File: src/sv/lzsd_pkg.sv
// ----------------------------------------------------------------------------
// lzsd_pkg
// Shared types and constants of the LZSS stream decoder: front-end phases,
// command format of the front-to-back queue, error and register codes.
// ----------------------------------------------------------------------------
package lzsd_pkg;

  localparam int SIZE_W   = 32;
  localparam int OFF_W    = 12;
  localparam int LEN_W    = 4;
  localparam int CNT_W    = 5;
  localparam int FLAG_W   = 4;
  localparam int CQ_DEPTH = 2;

  localparam logic [1:0] ERR_NONE   = 2'd0;
  localparam logic [1:0] ERR_BADREF = 2'd1;
  localparam logic [1:0] ERR_SHORT  = 2'd2;

  localparam logic REG_FLAG_MODE = 1'b0;
  localparam logic REG_MIN_LEN   = 1'b1;

  localparam logic [4:0] MIN_LEN_LO    = 5'd1;
  localparam logic [4:0] MIN_LEN_HI    = 5'd16;
  localparam logic [4:0] MIN_LEN_RESET = 5'd3;

  typedef enum logic [2:0] {
    PH_HEADER,
    PH_FLAG,
    PH_LIT,
    PH_TOKHI,
    PH_TOKLO,
    PH_RUNLIT,
    PH_DONE,
    PH_ERROR
  } phase_t;

  typedef enum logic [1:0] {
    CMD_LIT,
    CMD_COPY,
    CMD_STAT
  } cmd_kind_t;

  typedef enum logic [1:0] {
    SRC_LIT,
    SRC_RAM,
    SRC_LAST
  } src_sel_t;

  typedef struct packed {
    cmd_kind_t              kind;
    logic [7:0]             data;
    logic [OFF_W-1:0]       offset;
    logic [CNT_W-1:0]       count;
    logic                   done;
    logic [1:0]             err;
  } cmd_t;

endpackage

File: src/sv/lzsd_cmd_fifo.sv
// ----------------------------------------------------------------------------
// lzsd_cmd_fifo
// Short register queue of decode commands between front and back end.
// ----------------------------------------------------------------------------
module lzsd_cmd_fifo (
  input  logic            clk,
  input  logic            rst_n,
  input  logic            wr_en,
  input  lzsd_pkg::cmd_t  wr_data,
  output logic            full,
  input  logic            rd_en,
  output logic            rd_valid,
  output lzsd_pkg::cmd_t  rd_data
);

  localparam int PW = $clog2(lzsd_pkg::CQ_DEPTH);
  localparam int NW = $clog2(lzsd_pkg::CQ_DEPTH + 1);

  lzsd_pkg::cmd_t  q_r [lzsd_pkg::CQ_DEPTH];
  logic [PW-1:0]   wptr_r, wptr_nxt;
  logic [PW-1:0]   rptr_r, rptr_nxt;
  logic [NW-1:0]   cnt_r, cnt_nxt;
  logic            do_wr;
  logic            do_rd;

  assign full     = (cnt_r == NW'(lzsd_pkg::CQ_DEPTH));
  assign rd_valid = (cnt_r != '0);
  assign rd_data  = q_r[rptr_r];
  assign do_wr    = wr_en && !full;
  assign do_rd    = rd_en && rd_valid;

  always_comb begin
    wptr_nxt = wptr_r;
    rptr_nxt = rptr_r;
    cnt_nxt  = cnt_r;
    if (do_wr) begin
      wptr_nxt = (wptr_r == PW'(lzsd_pkg::CQ_DEPTH - 1)) ? '0 : wptr_r + PW'(1);
    end
    if (do_rd) begin
      rptr_nxt = (rptr_r == PW'(lzsd_pkg::CQ_DEPTH - 1)) ? '0 : rptr_r + PW'(1);
    end
    if (do_wr && !do_rd) begin
      cnt_nxt = cnt_r + NW'(1);
    end else if (!do_wr && do_rd) begin
      cnt_nxt = cnt_r - NW'(1);
    end
  end

  always_ff @(posedge clk) begin
    if (do_wr) begin
      q_r[wptr_r] <= wr_data;
    end
  end

  always_ff @(posedge clk) begin
    if (!rst_n) begin
      wptr_r <= '0;
      rptr_r <= '0;
      cnt_r  <= '0;
    end else begin
      wptr_r <= wptr_nxt;
      rptr_r <= rptr_nxt;
      cnt_r  <= cnt_nxt;
    end
  end

endmodule

File: config.mk
export PLATFORM = sky130hd
export DESIGN_NAME = lzsd_cmd_fifo
export DESIGN_NICKNAME = d
export VERILOG_FILES = /design/src/sv/lzsd_pkg.sv /design/src/sv/lzsd_cmd_fifo.sv
export SDC_FILE = /design/constraint.sdc
export NUM_CORES = 1
export LEC_CHECK = 0
export ABC_AREA = 1
export BUFFER_PORTS_ARGS = -buffer_cell sky130_fd_sc_hd__buf_2
export CORE_MARGIN = 2
export CORE_UTILIZATION = 30
export CTS_CLUSTER_SIZE = 28
export DETAILED_ROUTE_END_ITERATION = 12
export HOLD_SLACK_MARGIN = 0.03
export SYNTH_ARGS = -nofsm -noshare
export SYNTH_HDL_FRONTEND = slang
export SYNTH_SLANG_ARGS = --single-unit
File: constraint.sdc
create_clock -name clk -period 6.2 [get_ports clk]
set_input_delay 1.24 -clock clk [delete_from_list [all_inputs] [get_ports clk]]
set_output_delay 1.24 -clock clk [all_outputs]
set_load 0.03 [all_outputs]
-- Word-level counts from Yosys, hierarchy flattened
Memories as Yosys holds them, arrays and structs flattened. A register that Yosys moved wholly into a read port is not among the register bits.
Index checks and enable logic that the tools add are counted.
Widths: inputs -> output; s select.
- flip-flop bits (word level): 4
- latch bits: 0
- bits in writable memories: 60
- ROM bits: 0
- output and inout bits: 32
- memories kept: 1
- $add $sub $neg: 4
- $mul: 0
- divide/modulo/power cells: 0
- order comparisons: 0
- equal/unequal tests: 1
- shift-type cells: 0
- muxes and demuxes: 8
- bitwise logic cells: 0
- reduce and logical (&&, ||, !) cells: 9
- memory list (name ; depth ; bits a word ; read ports ; clocked after Yosys merged registers in ; wr ports ; line ; text):
    q_r ; 2 ; 30 ; 1 ; 1 ; 1 ; lzsd_cmd_fifo.sv:19 ; lzsd_pkg::cmd_t q_r [lzsd_pkg::CQ_DEPTH];
- operators with widths (operator ; number):
    $mux 1 ; 6
    $logic_and 1x1->1 ; 4
    $mux 2 ; 2
    $reduce_bool 2->1 ; 2
    $logic_not 1->1 ; 3
    $add 1x1->1 const B ; 2
    $add 2x1->2 const B ; 1
    $eq 2x2->1 const B ; 1
    $sub 2x1->2 const B ; 1

-- Depth between registers and ports, before layout
Gate-level depths: netlist (run 1).
- depth after elaboration: 7
- mapped depth: 10
- mapped depth without buffers: 10

-- Worst setup path after synthesis (run 1)
Ideal clock, no wire load.
- kind: input to register
- start: input wr_en
- end: memory q_r[1][0] (netlist bit) (enable)
- setup time: 0.417 ns
- arrival time: 2.588 ns
- setup slack: 3.195 ns
- cell stages on the path: 2
- path buffers: 0
- cells stage by stage: o21ai_2 > nor2_1
- word-level cells in the longest chain between the ends: 3
- RTL lines (element ; line ; text):
    from (decl) ; lzsd_cmd_fifo.sv:8 ; input logic wr_en,
    $logic_and 1x1->1 ; lzsd_cmd_fifo.sv:29 ; assign do_wr = wr_en && !full;
    $mux 1 ; lzsd_cmd_fifo.sv:50 ; if (do_wr) begin
    $mux 1 (not written as such) ; lzsd_cmd_fifo.sv:51 ; q_r[wptr_r] <= wr_data;
    to (decl) ; lzsd_cmd_fifo.sv:19 ;
No other way between the ends.

==> summary.txt, run 1 <==
status: finished clean
Final Skew: 11.4 ps
Reg clk slew, reported paths: 70 ps
DP HPWL: 2670 um
Logic pwr share: 29.8%
critical path fanouts, max: 30
Die Area: 9200 um2
routability cong.: 0.730
Die Y: 95.9 um
clk buf depth: 2
Final period util: 50.8%
Yosys reg bits: 65
sequential-to-total area share from yosys stat: 75.1%
clock insertion delay at the later pin of the skew report: 330 ps
CTS Buf Count: 9
Sw Share: 32.8%
CP Class: reg -> out
internal power: 0.901 mW
Clock Sinks: 65
worst-margin pin slew: 1050 ps
syn_area_per_cell: 19.5 um2
CP max stage cell: dfxtp_2
Overflow after GRT: 0
Hold Path Class: reg -> reg
sequential power share: 45.4%
non-filler cells in the finished layout: 313
min cycle time layout: 3150 ps
area of the mapped netlist: 2530 um2
Crit path depth: 2
Initial Util: 30.8%
Tot GR Track Use: 9.42%
final WL: 4160 um
Clock Tree Root: clkbuf_8
Pre-Repair DR Iteration Count: 4
antenna fix cells: 0
family with the most delay on the worst path: flip-flops
initial antenna violation count: 0
core area: 8220 um2
wire per inst: 13.3 um
H-tree depth: 3
final worst setup slack: 3050 ps
fmax: 317 MHz
Max-slew headroom: 29.8%
CP Launch Type: register
static leakage: 1.26 nW
Hold Vio Cnt, Final: 0
Req. time, crit path: 4960 ps
endpoints failing setup: 0
Slew Limit Fails: 0
DRT iter0 DRCs: 45
Reg2Reg Depth: 2
vias after detailed routing: 1322
DRC Markers: 0
layout cells sized above 1: 56.3%
first-pass GRT wire length: 6020 um
Yosys cell types: 16
syn_nets: 165
post-cts sizing count: 0
Rows: 33
P&R area growth vs syn: 24.6%
Gate Count Post-Synth: 130
post-CTS setup repair buffer count: 0
RSZ-0062 raised after global routing: no
Antenna Nets Post-Route: 0
final core utilization: 38.4%
crit end category: output pin
P_sw: 0.439 mW
worst vdd ir: 0.125 mV
synth warn: 0
# IOs: 66
Port-buffer cells: 65
critical path cell sequence: mux2_4 > buf_2
WHS Path Cells: 2
final setup TNS: 0 ps
largest net degree at the start of global routing: 31
hold_buf cts: 0
Place WS: 3370 ps
clock group share of total power: 24.9%
CTS tree: yes
number of max-cap violations: 0
die width: 95.9 um
PwrDens: 424 nW/um2
Critical Path Max Stage Delay: 1030 ps
placed insts: 297
vias in the first global route: 1230
fin nets: 238
CP arrival: 1910 ps
Buf/Inv on CP: 1
via-per-instance ratio: 4.22
-- power by group through the flow --
stage	Combinational (mW)	Sequential (mW)	Clock, mW
after floorplan	0.337	0.585	0
after global placement	0.402	0.617	0
after detailed placement	0.406	0.619	0
after CTS	0.406	0.610	0.343
after global routing	0.430	0.617	0.363
final	0.399	0.608	0.333
-- flip-flops by register name, summed over array words and instances (netlist names), named ones only --
signal and flops:
rptr_r 1, wptr_r 1, cnt_r 2, q_r 60
-- worst paths after layout --
path	end	from	slack, ps
max	rd_data[16]	register	3050
min	rptr_r	rptr_r	500
max reg2reg	q_r[0][21]	cnt_r[0]	4500
min reg2reg	rptr_r	rptr_r	500
-- kinds of logic after synthesis --
kind of cell             Yosys count  synth area share (%)
flip-flops                        65                  75.1
multiplexers                      30                  17.8
AND/OR/NAND/NOR                   18                  2.91
buffers and inverters             11                  2.52
AO/OA/AOI/OAI                      5                  1.23
adder cells (fa/ha/maj)            1                 0.494
-- area by class of cell --
type / instances / area (um2)
Clock inverter: 7 / 61.3
Sequential cell: 65 / 1900
Multi-Input combinational cell: 54 / 583
Clock buffer: 9 / 124
Fill cell: 761 / 5060
Tap cell: 105 / 131
Timing Repair Buffer: 65 / 325
Inverter: 8 / 30.0
-- per-stage QoR --
stage	power, mW	hold slack (ps)	instance area (um2)
final	1.34	504	3160
after global routing	1.41	542	3160
after CTS	1.36	513	3160
after detailed placement	1.02	496	2970
after global placement	1.02	478	2970
after floorplan	0.922	467	2530
-- routing by layer --
metal / vias up / GRT usage (%) / routed length, um
met3: 4 / 4.31 / 318
met2: 44 / 15.2 / 2140
li1: 633 / - / -
met5: - / 0 / 0
met4: 0 / 5.00 / 50
met1: 641 / 10.4 / 1660
-- cell usage after synthesis --
cell type	number	area, um2
buf_6	3	33.8
mux2_4	30	450
o21a_1	1	7.51
nand3_1	1	5.00
nor2_1	9	33.8
o21ai_0	2	10.0
o21ai_2	1	8.76
nand4_1	1	6.26
nand2_2	1	6.26
a21oi_1	1	5.00
ha_1	1	12.5
inv_2	3	11.3
edfxtp_1	60	1800
inv_1	5	18.8
dfxtp_1	5	100
nand2_1	6	22.5
-- worst register-to-register path, delay by kind of cell, from the launching register on --
family             cells  cell delay (ps)
DFF                    1              410
and+or+nand+nor        1              740
AOI/OAI and AO/OA      1              150
-- cell usage in the layout, fill, tap and decap left out, drive strengths merged --
cell,count
o21ai,3
nor2,9
clkinv,6
inv,8
a21oi,1
edfxtp,60
nand2,7
nand4,1
ha,1
nand3,1
mux2,30
bufinv,1
o21a,1
buf,65
dfxtp,5
clkbuf,9
Power figures use the tool's default switching activity.
==> run 2: changes to the inputs <==
Clock period 6.2 ns to 3.2 ns, I/O delays scaled along.
==> run 2 against run 1 <==
Against the previous run: total power up 100%; sequential power up 89%; die area unchanged; clock skew down 3.5 ps; setup slack worse by 2300 ps; via count down 0.76%; count of clock-buffer cells in the layout up 1; design area up 1.5%; global-route usage up 0.38 points; largest power group unchanged; highest routed layer unchanged.
==> summary.txt, run 2 (synthesized netlist as in run 1, its figures left out) <==
Hold Path Class: in -> reg
Clock Sinks: 65 (unchanged)
Die Area: 9200 um2 (unchanged)
Clock Tree Root: clkbuf_8
Max-slew headroom: 39.7% (+9.9 points)
H-tree depth: 3 (unchanged)
CP arrival: 1790 ps (-120 ps)
CP max stage cell: dfxtp_2
final WL: 4390 um (+5.5%)
largest registers: q_r x60, cnt_r x2
max reg flops: 60 (unchanged)
PwrDens: 840 nW/um2 (+98%)
Tot GR Track Use: 9.80% (+0.38 points)
Critical Path Max Stage Delay: 610 ps (-420 ps)
post-CTS setup repair buffer count: 0 (unchanged)
Slew Limit Fails: 0 (unchanged)
Antenna Nets Post-Route: 0 (unchanged)
critical path cell sequence: buf_4 > mux2_4 > buf_2
RSZ-0062 raised after global routing: no
worst vdd ir: 0.321 mV (+160%)
DRT iter0 DRCs: 59 (+31%)
Most flops, register: q_r
Overflow after GRT: 0 (unchanged)
commonest non-fill, non-tap cell in the layout: buf_2
core area: 8220 um2 (unchanged)
clk buf depth: 2 (unchanged)
Final Skew: 7.91 ps (-3.52 ps)
WHS: 495 ps (-8.75 ps)
DRC Markers: 0 (unchanged)
CTS Buf Count: 9 (unchanged)
most frequent cells in the layout: buf_2 (65), edfxtp_1 (60), mux2_4 (30)
P&R area growth vs syn: 26.5%
crit end category: output pin
Req. time, crit path: 2560 ps (-2400 ps)
DP HPWL: 2980 um (+12%)
critical path fanouts, max: 14 (-53%)
static leakage: 1.29 nW (+2.0%)
routability cong.: 0.749 (+2.6%)
family with the most delay on the worst path: flip-flops
Port-buffer cells: 65 (unchanged)
Buf/Inv on CP: 2 (+1)
status: finished clean
Die Y: 95.9 um (unchanged)
layout cells sized above 1: 56.9% (+0.62 points)
clock insertion delay at the later pin of the skew report: 330 ps (about the same)
Final period util: 75.9%
number of max-cap violations: 0 (unchanged)
CP Launch Type: register
vias in the first global route: 1281 (+4.1%)
worst-margin pin slew: 902 ps (-150 ps)
first-pass GRT wire length: 6250 um (+3.8%)
fin nets: 241 (+1.3%)
Rows: 33 (unchanged)
Reg clk slew, reported paths: 70 ps (about the same)
CP Class: reg -> out
# IOs: 66 (unchanged)
endpoints failing setup: 0 (unchanged)
via-per-instance ratio: 4.15 (-1.7%)
min cycle time layout: 2430 ps
Hold Vio Cnt, Final: 0 (unchanged)
post-cts sizing count: 0 (unchanged)
antenna fix cells: 0 (unchanged)
Initial Util: 30.8% (unchanged)
Pre-Repair DR Iteration Count: 5 (+1)
fmax: 412 MHz
CTS tree: yes
Worst R2R Setup Slack: 1520 ps (-2980 ps)
vias after detailed routing: 1312 (-0.76%)
initial antenna violation count: 0 (unchanged)
largest net degree at the start of global routing: 31 (unchanged)
final setup TNS: 0 ps (unchanged)
die width: 95.9 um (unchanged)
hold_buf cts: 0 (unchanged)
wire per inst: 13.9 um (+4.5%)
-- run 2: cell count changes in the layout (fill, tap and decap cells not counted) --
cell       delta
clkinv_1      -1
buf_4         +3
clkinv_2      -1
clkbuf_1      +1
bufinv_16     +1
-- run 2: power breakdown --
group	leakage, nW	internal (mW)	switching, mW
registers	0.601	1.08	0.0674
logic	0.577	0.321	0.491
clock network	0.108	0.435	0.300
total	1.29	1.83	0.858
-- run 2: cell type report --
cell class / instances / area [um2]
repair buffers: 68 / 348
clock inverters: 6 / 82.6
inverters: 8 / 30.0
fillers: 771 / 5010
well taps: 105 / 131
flip-flops and latches: 65 / 1900
clock buffers: 10 / 128
multi-input cells: 54 / 583
-- run 2: worst paths after layout --
| path | startpoint | to | cells past startpoint |
|---|---|---|---|
| hold reg to reg | rptr_r | rptr_r | 2 |
| setup reg to reg | cnt_r[0] | q_r[1][27] | 2 |
| hold / removal | wr_data[16] | q_r[0][16] | 1 |
| setup / recovery | register | rd_data[28] | 3 |
-- run 2: metrics by stage --
| step | utilization [%] | area, um2 | cells | power (mW) | setup slack, ps |
|---|---|---|---|---|---|
| 3_5_place_dp | 36.5 | 3000 | 300 | 1.99 | 1090 |
| 4_1_cts | 39.0 | 3210 | 316 | 2.74 | 721 |
| 3_3_place_gp | 36.5 | 3000 | 300 | 1.98 | 1140 |
| 5_1_grt | 39.0 | 3210 | 316 | 2.83 | 664 |
| 2_1_floorplan | - | 2530 | 130 | 1.79 | 795 |
| 6_report | 39.0 | 3210 | 316 | 2.69 | 771 |
-- run 2: metal layers --
metal | part of all wire, % | up-vias | global-route usage, % | routed length (um)
met4 | 2.1 | 0 | 5.71 | 91
li1 | - | 637 | - | -
met2 | 49 | 43 | 16.0 | 2130
met5 | 0 | - | 0 | 0
met1 | 44 | 624 | 11.1 | 1920
met3 | 5.5 | 8 | 3.45 | 243
