===== src/sv/lzsd_pkg.sv =====
// ----------------------------------------------------------------------------
// lzsd_pkg
// Shared types and constants of the LZSS stream decoder: front-end phases,
// command format of the front-to-back queue, error and register codes.
// ----------------------------------------------------------------------------
package lzsd_pkg;

  localparam int SIZE_W   = 32;
  localparam int OFF_W    = 12;
  localparam int LEN_W    = 4;
  localparam int CNT_W    = 5;
  localparam int FLAG_W   = 4;
  localparam int CQ_DEPTH = 2;

  localparam logic [1:0] ERR_NONE   = 2'd0;
  localparam logic [1:0] ERR_BADREF = 2'd1;
  localparam logic [1:0] ERR_SHORT  = 2'd2;

  localparam logic REG_FLAG_MODE = 1'b0;
  localparam logic REG_MIN_LEN   = 1'b1;

  localparam logic [4:0] MIN_LEN_LO    = 5'd1;
  localparam logic [4:0] MIN_LEN_HI    = 5'd16;
  localparam logic [4:0] MIN_LEN_RESET = 5'd3;

  typedef enum logic [2:0] {
    PH_HEADER,
    PH_FLAG,
    PH_LIT,
    PH_TOKHI,
    PH_TOKLO,
    PH_RUNLIT,
    PH_DONE,
    PH_ERROR
  } phase_t;

  typedef enum logic [1:0] {
    CMD_LIT,
    CMD_COPY,
    CMD_STAT
  } cmd_kind_t;

  typedef enum logic [1:0] {
    SRC_LIT,
    SRC_RAM,
    SRC_LAST
  } src_sel_t;

  typedef struct packed {
    cmd_kind_t              kind;
    logic [7:0]             data;
    logic [OFF_W-1:0]       offset;
    logic [CNT_W-1:0]       count;
    logic                   done;
    logic [1:0]             err;
  } cmd_t;

endpackage


===== src/sv/lzsd_front.sv =====
// ----------------------------------------------------------------------------
// lzsd_front
// Parses the compressed byte stream (header, flag bytes, tokens, literals),
// tracks output size and window fill, and issues one command per beat that
// produces results.
// ----------------------------------------------------------------------------
module lzsd_front #(
  parameter int WINDOW_DEPTH = 4096
) (
  input  logic                clk,
  input  logic                rst_n,
  input  logic                in_valid,
  input  logic [7:0]          in_byte,
  input  logic                in_last,
  output logic                in_stall,
  input  logic                flag_mode,
  input  logic [4:0]          min_len,
  input  logic                cmd_full,
  output logic                cmd_valid,
  output lzsd_pkg::cmd_t      cmd
);

  localparam int FW = $clog2(WINDOW_DEPTH + 1);
  localparam int CW = lzsd_pkg::OFF_W + 2;

  lzsd_pkg::phase_t               phase_r, phase_nxt;
  logic [1:0]                     hdr_cnt_r, hdr_cnt_nxt;
  logic [lzsd_pkg::SIZE_W-1:0]    exp_r, exp_nxt;
  logic [lzsd_pkg::SIZE_W-1:0]    rem_r, rem_nxt;
  logic [FW-1:0]                  fill_r, fill_nxt;
  logic [7:0]                     fbits_r, fbits_nxt;
  logic [lzsd_pkg::FLAG_W-1:0]    fidx_r, fidx_nxt;
  logic [7:0]                     tokhi_r, tokhi_nxt;
  logic [lzsd_pkg::LEN_W-1:0]     litleft_r, litleft_nxt;

  logic                           acc;
  logic                           emit;
  logic                           done_now;
  logic [lzsd_pkg::CNT_W-1:0]     emit_n;
  logic [1:0]                     err;
  logic [lzsd_pkg::OFF_W-1:0]     offset;
  logic [lzsd_pkg::CNT_W-1:0]     len;
  logic [CW-1:0]                  fill_sum;
  logic [lzsd_pkg::LEN_W-1:0]     litleft_dec;

  function automatic lzsd_pkg::phase_t next_item(input logic [lzsd_pkg::FLAG_W-1:0] idx,
                                                 input logic [7:0] bits);
    lzsd_pkg::phase_t ph;
    if (idx >= lzsd_pkg::FLAG_W'(8)) begin
      ph = lzsd_pkg::PH_FLAG;
    end else if (bits[idx[2:0]]) begin
      ph = lzsd_pkg::PH_LIT;
    end else begin
      ph = lzsd_pkg::PH_TOKHI;
    end
    return ph;
  endfunction

  assign acc      = in_valid && !cmd_full;
  assign in_stall = cmd_full;
  assign offset   = {tokhi_r, in_byte[7:4]};
  assign len      = lzsd_pkg::CNT_W'(in_byte[3:0]) + min_len;
  assign litleft_dec = litleft_r - lzsd_pkg::LEN_W'(1);

  always_comb begin
    phase_nxt   = phase_r;
    hdr_cnt_nxt = hdr_cnt_r;
    exp_nxt     = exp_r;
    rem_nxt     = rem_r;
    fill_nxt    = fill_r;
    fbits_nxt   = fbits_r;
    fidx_nxt    = fidx_r;
    tokhi_nxt   = tokhi_r;
    litleft_nxt = litleft_r;
    emit        = 1'b0;
    emit_n      = '0;
    done_now    = 1'b0;
    err         = lzsd_pkg::ERR_NONE;
    fill_sum    = '0;
    cmd         = '0;
    cmd.kind    = lzsd_pkg::CMD_STAT;
    cmd_valid   = 1'b0;

    if (acc) begin
      unique case (phase_r)
        lzsd_pkg::PH_HEADER: begin
          exp_nxt     = {exp_r[23:0], in_byte};
          hdr_cnt_nxt = hdr_cnt_r + 2'd1;
          if (hdr_cnt_r == 2'd3) begin
            fill_nxt = '0;
            fidx_nxt = lzsd_pkg::FLAG_W'(8);
            rem_nxt  = exp_nxt;
            if (exp_nxt == '0) begin
              phase_nxt = lzsd_pkg::PH_DONE;
              done_now  = 1'b1;
            end else if (flag_mode) begin
              phase_nxt = lzsd_pkg::PH_FLAG;
            end else begin
              phase_nxt = lzsd_pkg::PH_TOKHI;
            end
          end
        end
        lzsd_pkg::PH_FLAG: begin
          fbits_nxt = in_byte;
          fidx_nxt  = '0;
          phase_nxt = next_item('0, in_byte);
        end
        lzsd_pkg::PH_LIT, lzsd_pkg::PH_RUNLIT: begin
          emit      = 1'b1;
          emit_n    = lzsd_pkg::CNT_W'(1);
          cmd.kind  = lzsd_pkg::CMD_LIT;
          cmd.data  = in_byte;
          cmd.count = lzsd_pkg::CNT_W'(1);
          if (rem_r == lzsd_pkg::SIZE_W'(1)) begin
            cmd.done  = 1'b1;
            phase_nxt = lzsd_pkg::PH_DONE;
          end else if (phase_r == lzsd_pkg::PH_RUNLIT) begin
            if (litleft_dec == '0) begin
              phase_nxt = lzsd_pkg::PH_TOKHI;
            end
          end else if (flag_mode) begin
            fidx_nxt  = fidx_r + lzsd_pkg::FLAG_W'(1);
            phase_nxt = next_item(fidx_nxt, fbits_r);
          end else begin
            phase_nxt = lzsd_pkg::PH_TOKHI;
          end
          if (phase_r == lzsd_pkg::PH_RUNLIT) begin
            litleft_nxt = litleft_dec;
          end
        end
        lzsd_pkg::PH_TOKHI: begin
          tokhi_nxt = in_byte;
          phase_nxt = lzsd_pkg::PH_TOKLO;
        end
        lzsd_pkg::PH_TOKLO: begin
          if (offset == '0 && !flag_mode) begin
            litleft_nxt = in_byte[3:0];
            phase_nxt   = (in_byte[3:0] != '0) ? lzsd_pkg::PH_RUNLIT : lzsd_pkg::PH_TOKHI;
          end else if (offset == '0 || CW'(offset) > CW'(fill_r)) begin
            err       = lzsd_pkg::ERR_BADREF;
            phase_nxt = lzsd_pkg::PH_ERROR;
          end else begin
            emit       = 1'b1;
            cmd.kind   = lzsd_pkg::CMD_COPY;
            cmd.offset = offset;
            if (lzsd_pkg::SIZE_W'(len) >= rem_r) begin
              emit_n    = rem_r[lzsd_pkg::CNT_W-1:0];
              cmd.done  = 1'b1;
              phase_nxt = lzsd_pkg::PH_DONE;
            end else begin
              emit_n = len;
              if (flag_mode) begin
                fidx_nxt  = fidx_r + lzsd_pkg::FLAG_W'(1);
                phase_nxt = next_item(fidx_nxt, fbits_r);
              end else begin
                phase_nxt = lzsd_pkg::PH_TOKHI;
              end
            end
            cmd.count = emit_n;
          end
        end
        lzsd_pkg::PH_DONE, lzsd_pkg::PH_ERROR: begin
        end
        default: begin
        end
      endcase

      if (emit) begin
        rem_nxt  = rem_r - lzsd_pkg::SIZE_W'(emit_n);
        fill_sum = CW'(fill_r) + CW'(emit_n);
        if (fill_sum > CW'(WINDOW_DEPTH)) begin
          fill_nxt = FW'(WINDOW_DEPTH);
        end else begin
          fill_nxt = fill_sum[FW-1:0];
        end
      end

      if (in_last) begin
        if (err == lzsd_pkg::ERR_NONE && phase_nxt != lzsd_pkg::PH_DONE &&
            phase_nxt != lzsd_pkg::PH_ERROR) begin
          err = lzsd_pkg::ERR_SHORT;
        end
        phase_nxt   = lzsd_pkg::PH_HEADER;
        hdr_cnt_nxt = '0;
        exp_nxt     = '0;
        rem_nxt     = '0;
        fill_nxt    = '0;
        fbits_nxt   = '0;
        fidx_nxt    = lzsd_pkg::FLAG_W'(8);
        tokhi_nxt   = '0;
        litleft_nxt = '0;
      end

      cmd.err   = err;
      if (done_now) begin
        cmd.done = 1'b1;
      end
      cmd_valid = emit || (err != lzsd_pkg::ERR_NONE) || done_now;
    end
  end

  always_ff @(posedge clk) begin
    if (!rst_n) begin
      phase_r   <= lzsd_pkg::PH_HEADER;
      hdr_cnt_r <= '0;
      exp_r     <= '0;
      rem_r     <= '0;
      fill_r    <= '0;
      fbits_r   <= '0;
      fidx_r    <= lzsd_pkg::FLAG_W'(8);
      tokhi_r   <= '0;
      litleft_r <= '0;
    end else begin
      phase_r   <= phase_nxt;
      hdr_cnt_r <= hdr_cnt_nxt;
      exp_r     <= exp_nxt;
      rem_r     <= rem_nxt;
      fill_r    <= fill_nxt;
      fbits_r   <= fbits_nxt;
      fidx_r    <= fidx_nxt;
      tokhi_r   <= tokhi_nxt;
      litleft_r <= litleft_nxt;
    end
  end

endmodule


===== config.mk =====
export PLATFORM = sky130hd
export DESIGN_NAME = lzsd_front
export DESIGN_NICKNAME = d
export VERILOG_FILES = /design/src/sv/lzsd_pkg.sv /design/src/sv/lzsd_front.sv
export SDC_FILE = /design/constraint.sdc
export NUM_CORES = 1
export LEC_CHECK = 0
export BUFFER_PORTS_ARGS = -buffer_cell sky130_fd_sc_hd__clkbuf_2
export CAP_MARGIN = 20
export CORE_UTILIZATION = 50
export CTS_CLUSTER_DIAMETER = 60
export DETAILED_ROUTE_END_ITERATION = 6
export HOLD_SLACK_MARGIN = 0.12
export PLACE_DENSITY = 0.71
export SYNTH_ARGS = -nofsm -noshare
export SYNTH_HDL_FRONTEND = slang
export SYNTH_SLANG_ARGS = --single-unit

===== constraint.sdc =====
create_clock -name clk -period 5.6 [get_ports clk]
set_input_delay 0.28 -clock clk [delete_from_list [all_inputs] [get_ports clk]]
set_output_delay 0.28 -clock clk [all_outputs]
set_load 0.01 [all_outputs]

# Word-level counts from Yosys, hierarchy flattened
# Index checks and enable logic that the tools add are counted.
totals:
  reg_bits: 98
  out_inout_bits: 32
  word_cells: 149
classes:
  n_eq_ne: 17
  reduce_logical: 30
  n_mux: 82
  add_sub_neg: 6
  n_lt_le_gt_ge: 5
op_table:
  columns: ["operator", "n"]
  rows:
  - ["32-bit 2-to-1 mux", 4]
  - ["13-bit 2-to-1 mux", 5]
  - ["24-bit 2-to-1 mux", 2]
  - ["4-bit 2-to-1 mux", 11]
  - ["8-bit 2-to-1 mux", 5]
  - ["3-bit 2-to-1 mux", 13]
  - ["18-bit 2-to-1 mux", 2]
  - ["32-bit by 1-bit == test with 1-bit output (second input constant)", 1]
  - ["5-bit by 32-bit greater-or-equal comparator with 1-bit output", 1]
  - ["32-bit zero test", 1]
  - ["32-bit by 5-bit subtractor with 32-bit output", 1]
  - ["30-bit 2-to-1 mux", 1]
  - ["3-bit inequality test (second input constant)", 10]
  - ["5-bit 2-to-1 mux", 4]
  - ["2-bit 2-to-1 mux", 9]
  - ["1-bit 2-to-1 mux", 17]
  - ["4-bit one-hot mux with 4 select lines", 1]
  - ["3-bit one-hot mux with 5 select lines", 1]
  - ["13-bit by 5-bit adder with 14-bit output", 1]
  - ["14-bit by 13-bit greater-than comparator with 1-bit output (second input constant)", 1]
  - ["12-bit by 13-bit greater-than comparator with 1-bit output", 1]
  - ["12-bit zero test", 1]
  - ["12-bit 2-to-1 mux", 1]
  - ["6-bit one-hot mux with 2 select lines", 1]
  - ["other kinds (30)", 45]

# Longest topological paths before layout
logic_depth:
  depth_word: 21
  ltp_mapped: 24
  depth_no_buf: 22

# Least setup slack after synthesis
# Ideal clock, no wire load.
synth_timing:
  path_type: "input port to flip-flop"
  startpoint: "in in_byte[0]"
  endpoint: "reg fill_r[7]"
  required_time_ns: 5.526
  setup_ns: 0.074
  arrival_time_ns: 5.280
  setup_slack_ns: 0.246
  path_buffers: 1
  stages: 23
  cell_sequence: "ha_1 fa_1 a21o_1 a21oi_1 xnor2_1 ha_1 o21a_1 a21oi_1 nor4_1 nor2_1 a22oi_1 nand2_1 ha_1 fa_1 a21o_1 a221o_1 or3_1 a2111oi_0 a31oi_1 a211oi_2 clkbuf_1 a21oi_1 a31oi_1"
synth_between:
  elab_chain_len: 12
synth_rtl:
  columns: ["item", "line_no", "text"]
  rows:
  - ["start: declaration", "lzsd_front.sv:13", "input logic [7:0] in_byte,"]
  - ["4-bit by 5-bit adder with 5-bit output *", "lzsd_front.sv:62", "assign len = lzsd_pkg::CNT_W'(in_byte[3:0]) + min_len;"]
  - ["5-bit by 32-bit greater-or-equal comparator with 1-bit output", "lzsd_front.sv:146", "if (lzsd_pkg::SIZE_W'(len) >= rem_r) begin"]
  - ["5-bit 2-to-1 mux *", "lzsd_front.sv:146", null]
  - ["5-bit 2-to-1 mux *", "lzsd_front.sv:139", "end else if (offset == '0 || CW'(offset) > CW'(fill_r)) begin"]
  - ["5-bit 2-to-1 mux *", "lzsd_front.sv:136", "if (offset == '0 && !flag_mode) begin"]
  - ["5-bit one-hot mux with 2 select lines *", "lzsd_front.sv:85", "unique case (phase_r)"]
  - ["5-bit 2-to-1 mux *", "lzsd_front.sv:84", "if (acc) begin"]
  - ["13-bit by 5-bit adder with 14-bit output *", "lzsd_front.sv:170", "fill_sum = CW'(fill_r) + CW'(emit_n);"]
  - ["14-bit by 13-bit greater-than comparator with 1-bit output", "lzsd_front.sv:171", "if (fill_sum > CW'(WINDOW_DEPTH)) begin"]
  - ["13-bit 2-to-1 mux *", "lzsd_front.sv:171", null]
  - ["13-bit 2-to-1 mux *", "lzsd_front.sv:168", "if (emit) begin"]
  - ["13-bit 2-to-1 mux *", "lzsd_front.sv:178", "if (in_last) begin"]
  - ["end signal: assignment", "lzsd_front.sv:218", "fill_r <= fill_nxt;"]
  - ["end: declaration", "lzsd_front.sv:30", "logic [FW-1:0] fill_r, fill_nxt;"]
# Mark *: on every way between the ends. The rest lies on a longest branch, timed or not. The select of a mux whose other input is x is not followed.
# A chain may end at the register's enable or synchronous reset.

# Final worst setup path
layout_timing:
  startpoint: "in in_byte[0]"
  endpoint: "reg fill_r[5]"
# The elaborated chain is that of the path after synthesis.

==> results.toml <==
[status]
outcome = "complete, no violations"

[sta]
maxSlewHeadroom = 0.266
fin_crit_sh = 0.952
tightest_slew_ns = 1.10
maxSlewViolCount = 0
finalSetupViolations = 0
finalSetupTns_ns = 0
rsz0062_at_grt = "false"
report.final.hold_viol_count = 0
fin_skew_ns = 0.00603
min_period_ns = 5.33
timing.hold.ws_ns = 0.272
fmax_ghz = 0.188

[synthesis]
synth_fp_nets = 871
synth_top_area_share = 0.305
synth_top_area_cell = "dfxtp_1"
ys_ff_latch = 98
synth_common_cells = "nor2_1 (111), dfxtp_1 (98), o21ai_0 (51)"
synthArstFlopShare = 0
seq_area_frac_synth = 0.305
netlist_instances = 814
yosys_warnings = 0
synthFlopType = "dfxtp_1"
netlist_area_sq_mm = 0.00643
synth_most_common_cell = "nor2_1"
synth_edf_count = 0
yosysUniqueCellTypes = 67
synth.area.top_cells = "dfxtp_1 (30%), ha_1 (6.8%), nor2_1 (6.5%), mux2i_1 (5.0%), o21ai_0 (4.0%)"
avgSynthCellArea_sq_um = 7.90

[clock_tree]
cts_htree_levels = 3
clock_latency_ns = 0.36
cts_made_buffers = 9
clock-root-buffer = "clkbuf_16"
clk_pin_slew_ns = 0.07
clkSinkCount = 98
holdBufCountCts = 0
cts_tree = "built"
cts_buffer_depth = 2

[cells_and_area]
nNetsFinal = 905
nFillCells = 1169
area_growth_pct = 11.8
diodes = 0
drive_gt1_frac = 0.134

[route]
wl_met3_mm = 1.49
finalWirelength_mm = 20.4
ant_nets = 0
vias_per_cell = 6.48
drc = 0
top_layer_used = "met4"
drt_iter0_markers = 692
wl_met2_mm = 8.91
vias = 6639
dr.pass1.iters = 5
wire_per_inst_um = 19.9
wl_met1_mm = 9.32

[floorplan]
dieArea_sq_mm = 0.0133
start_util = 0.512
ios = 51
fp.dieH_um = 115
rows = 41
core-area_sq_mm = 0.0126
die_width_um = 115

[power_and_ir_drop]
peakVddDrop_mv = 0.139
pwr-share-comb = 0.159
power.density_mw_per_mm2 = 221
seqPwrFrac = 0.450
power.leakage_nw = 2.99
clkPwrFrac = 0.390
power.switching_mw = 0.480
swShare = 0.302
power_mw = 1.59
intPower_mw = 1.11

[min_path]
min_from = "in_byte[4]"
hold_depth = 3
worstHoldEndpoint = "rem_r[4]"
hold_path_class = "in -> reg"

[critical_path]
end_kind = "flip-flop"
r2r-end = "fill_r[5]"
path_cells = "clkbuf_2 > ha_1 > fa_1 > a21o_1 > a21oi_1 > xnor2_1 > ha_1 > o21a_1 > a21oi_1 > or4_4 > nor2_1 > buf_4 > a22oi_1 > inv_1 > fa_1 > a21o_1 > a221o_1 > or3_1 > a2111oi_0 > a31oi_1 > a211oi_2 > buf_4 > o21ai_0 > a31oi_1"
critical_path_class = "in -> reg"
r2r_start = "rem_r[7]"
start_kind = "input port"
crit_family = "compound AO/OA/AOI/OAI gates"
rrSetupSlack_ns = 0.35
cp.arrival_ns = 5.62
cp_num_buf_inv = 4
crit_path_max_fanout = 12
crit_required_ns = 5.89
max_stage_delay_ns = 0.46
slowest_stage = "fa_1"
rr_worst_depth = 18

[placed_design]
io_buffer_count = 50
routabilityCongestion = 0.929
hpwl_mm = 14.8

[global_routing]
grt_overflow = 0
grt_max_degree = 39
grt_util_all_layers = 0.309
antenna_found_initial = 0
grt_pass1_vias = 5868
grt_pass1_wl_mm = 31.5

[run]
drv_cap = 0
==> metal layers <==
layer / up-vias / global-route usage
met5: - / 0
met4: 0 / 0.145
met3: 60 / 0.0497
met2: 325 / 0.465
met1: 3173 / 0.432
li1: 3081 / -
==> worst max path at each step <==
stage,from,endpoint,cells past startpoint
after floorplan,in_byte[0],fill_r[7],23
after global placement,in_byte[0],fill_r[5],24
after detailed placement,in_byte[0],fill_r[5],24
after CTS,in_byte[0],fill_r[5],24
after global routing,in_byte[0],fill_r[5],24
final,in_byte[0],fill_r[5],24
==> cell families (layout without fill, tap and decap cells) <==
| group | after synthesis | after routing | synth area share |
|---|---|---|---|
| simple gates | 304 | 304 | 0.243 |
| fa+ha+maj | 38 | 38 | 0.0774 |
| mux | 35 | 35 | 0.0585 |
| compound gates | 241 | 241 | 0.248 |
| buf+inv | 85 | 124 | 0.0502 |
| xor+xnor | 13 | 13 | 0.0177 |
| flops | 98 | 98 | 0.305 |
==> registers in the layout, summed over array words and instances, names as in the netlist <==
| signal | cells |
|---|---|
| tokhi_r | 8 |
| hdr_cnt_r | 2 |
| exp_r | 24 |
| litleft_r | 4 |
| fidx_r | 4 |
| phase_r | 3 |
| fbits_r | 8 |
| fill_r | 13 |
| rem_r | 32 |
==> placed cells by master (no fill, tap or decap), drive strengths merged, types with 15 or more instances in the layout <==
cell,netlist,routed
a21oi,48,48
a22oi,33,33
and2,15,15
and3,16,16
buf,1,23
clkbuf,49,59
dfxtp,98,98
ha,35,35
inv,35,39
mux2i,32,32
nand2,31,31
nand3,15,15
nor2,111,111
nor2b,17,17
nor3,26,26
nor4,24,24
o21ai,55,55
o2bb2ai,17,17
==> power by group through the flow <==
stage                     logic [mW]  registers (mW)  clock network, mW
after floorplan                0.172           0.725                  0
after global placement         0.237           0.731                  0
after detailed placement       0.243           0.731                  0
after CTS                      0.245           0.715              0.624
after global routing           0.274           0.716              0.659
final                          0.253           0.715              0.620
==> cell type report <==
class | instances | area (sq um) | share of cell area
Multi-Input combinational cell | 631 | 4170 | 0.580
Sequential cell | 98 | 1960 | 0.273
Timing Repair Buffer | 73 | 423 | 0.0588
Clock buffer | 9 | 225 | 0.0313
Tap cell | 172 | 215 | 0.0299
Inverter | 35 | 131 | 0.0183
Clock inverter | 7 | 61.3 | 0.00853
==> through the flow <==
stage	worst slack [ns]	cell area, sq um	util	instances
after floorplan	0.246	6430	-	814
after global placement	0.281	6880	0.547	1007
after detailed placement	0.0115	6880	0.547	1007
after CTS	0.348	7160	0.570	1023
after global routing	0.0154	7190	0.572	1025
final	0.268	7190	0.572	1025
==> tightest hold or removal path, cell delays in order <==
cell,delay (ns)
clkbuf_2,0.14
a21oi_1,0.07
o22ai_1,0.09
==> repair_timing <==
item	CTS	global route
resized for setup	0	2
setup buffers	0	0
setup endpoints to repair	0	4
Power figures use the tool's default switching activity.
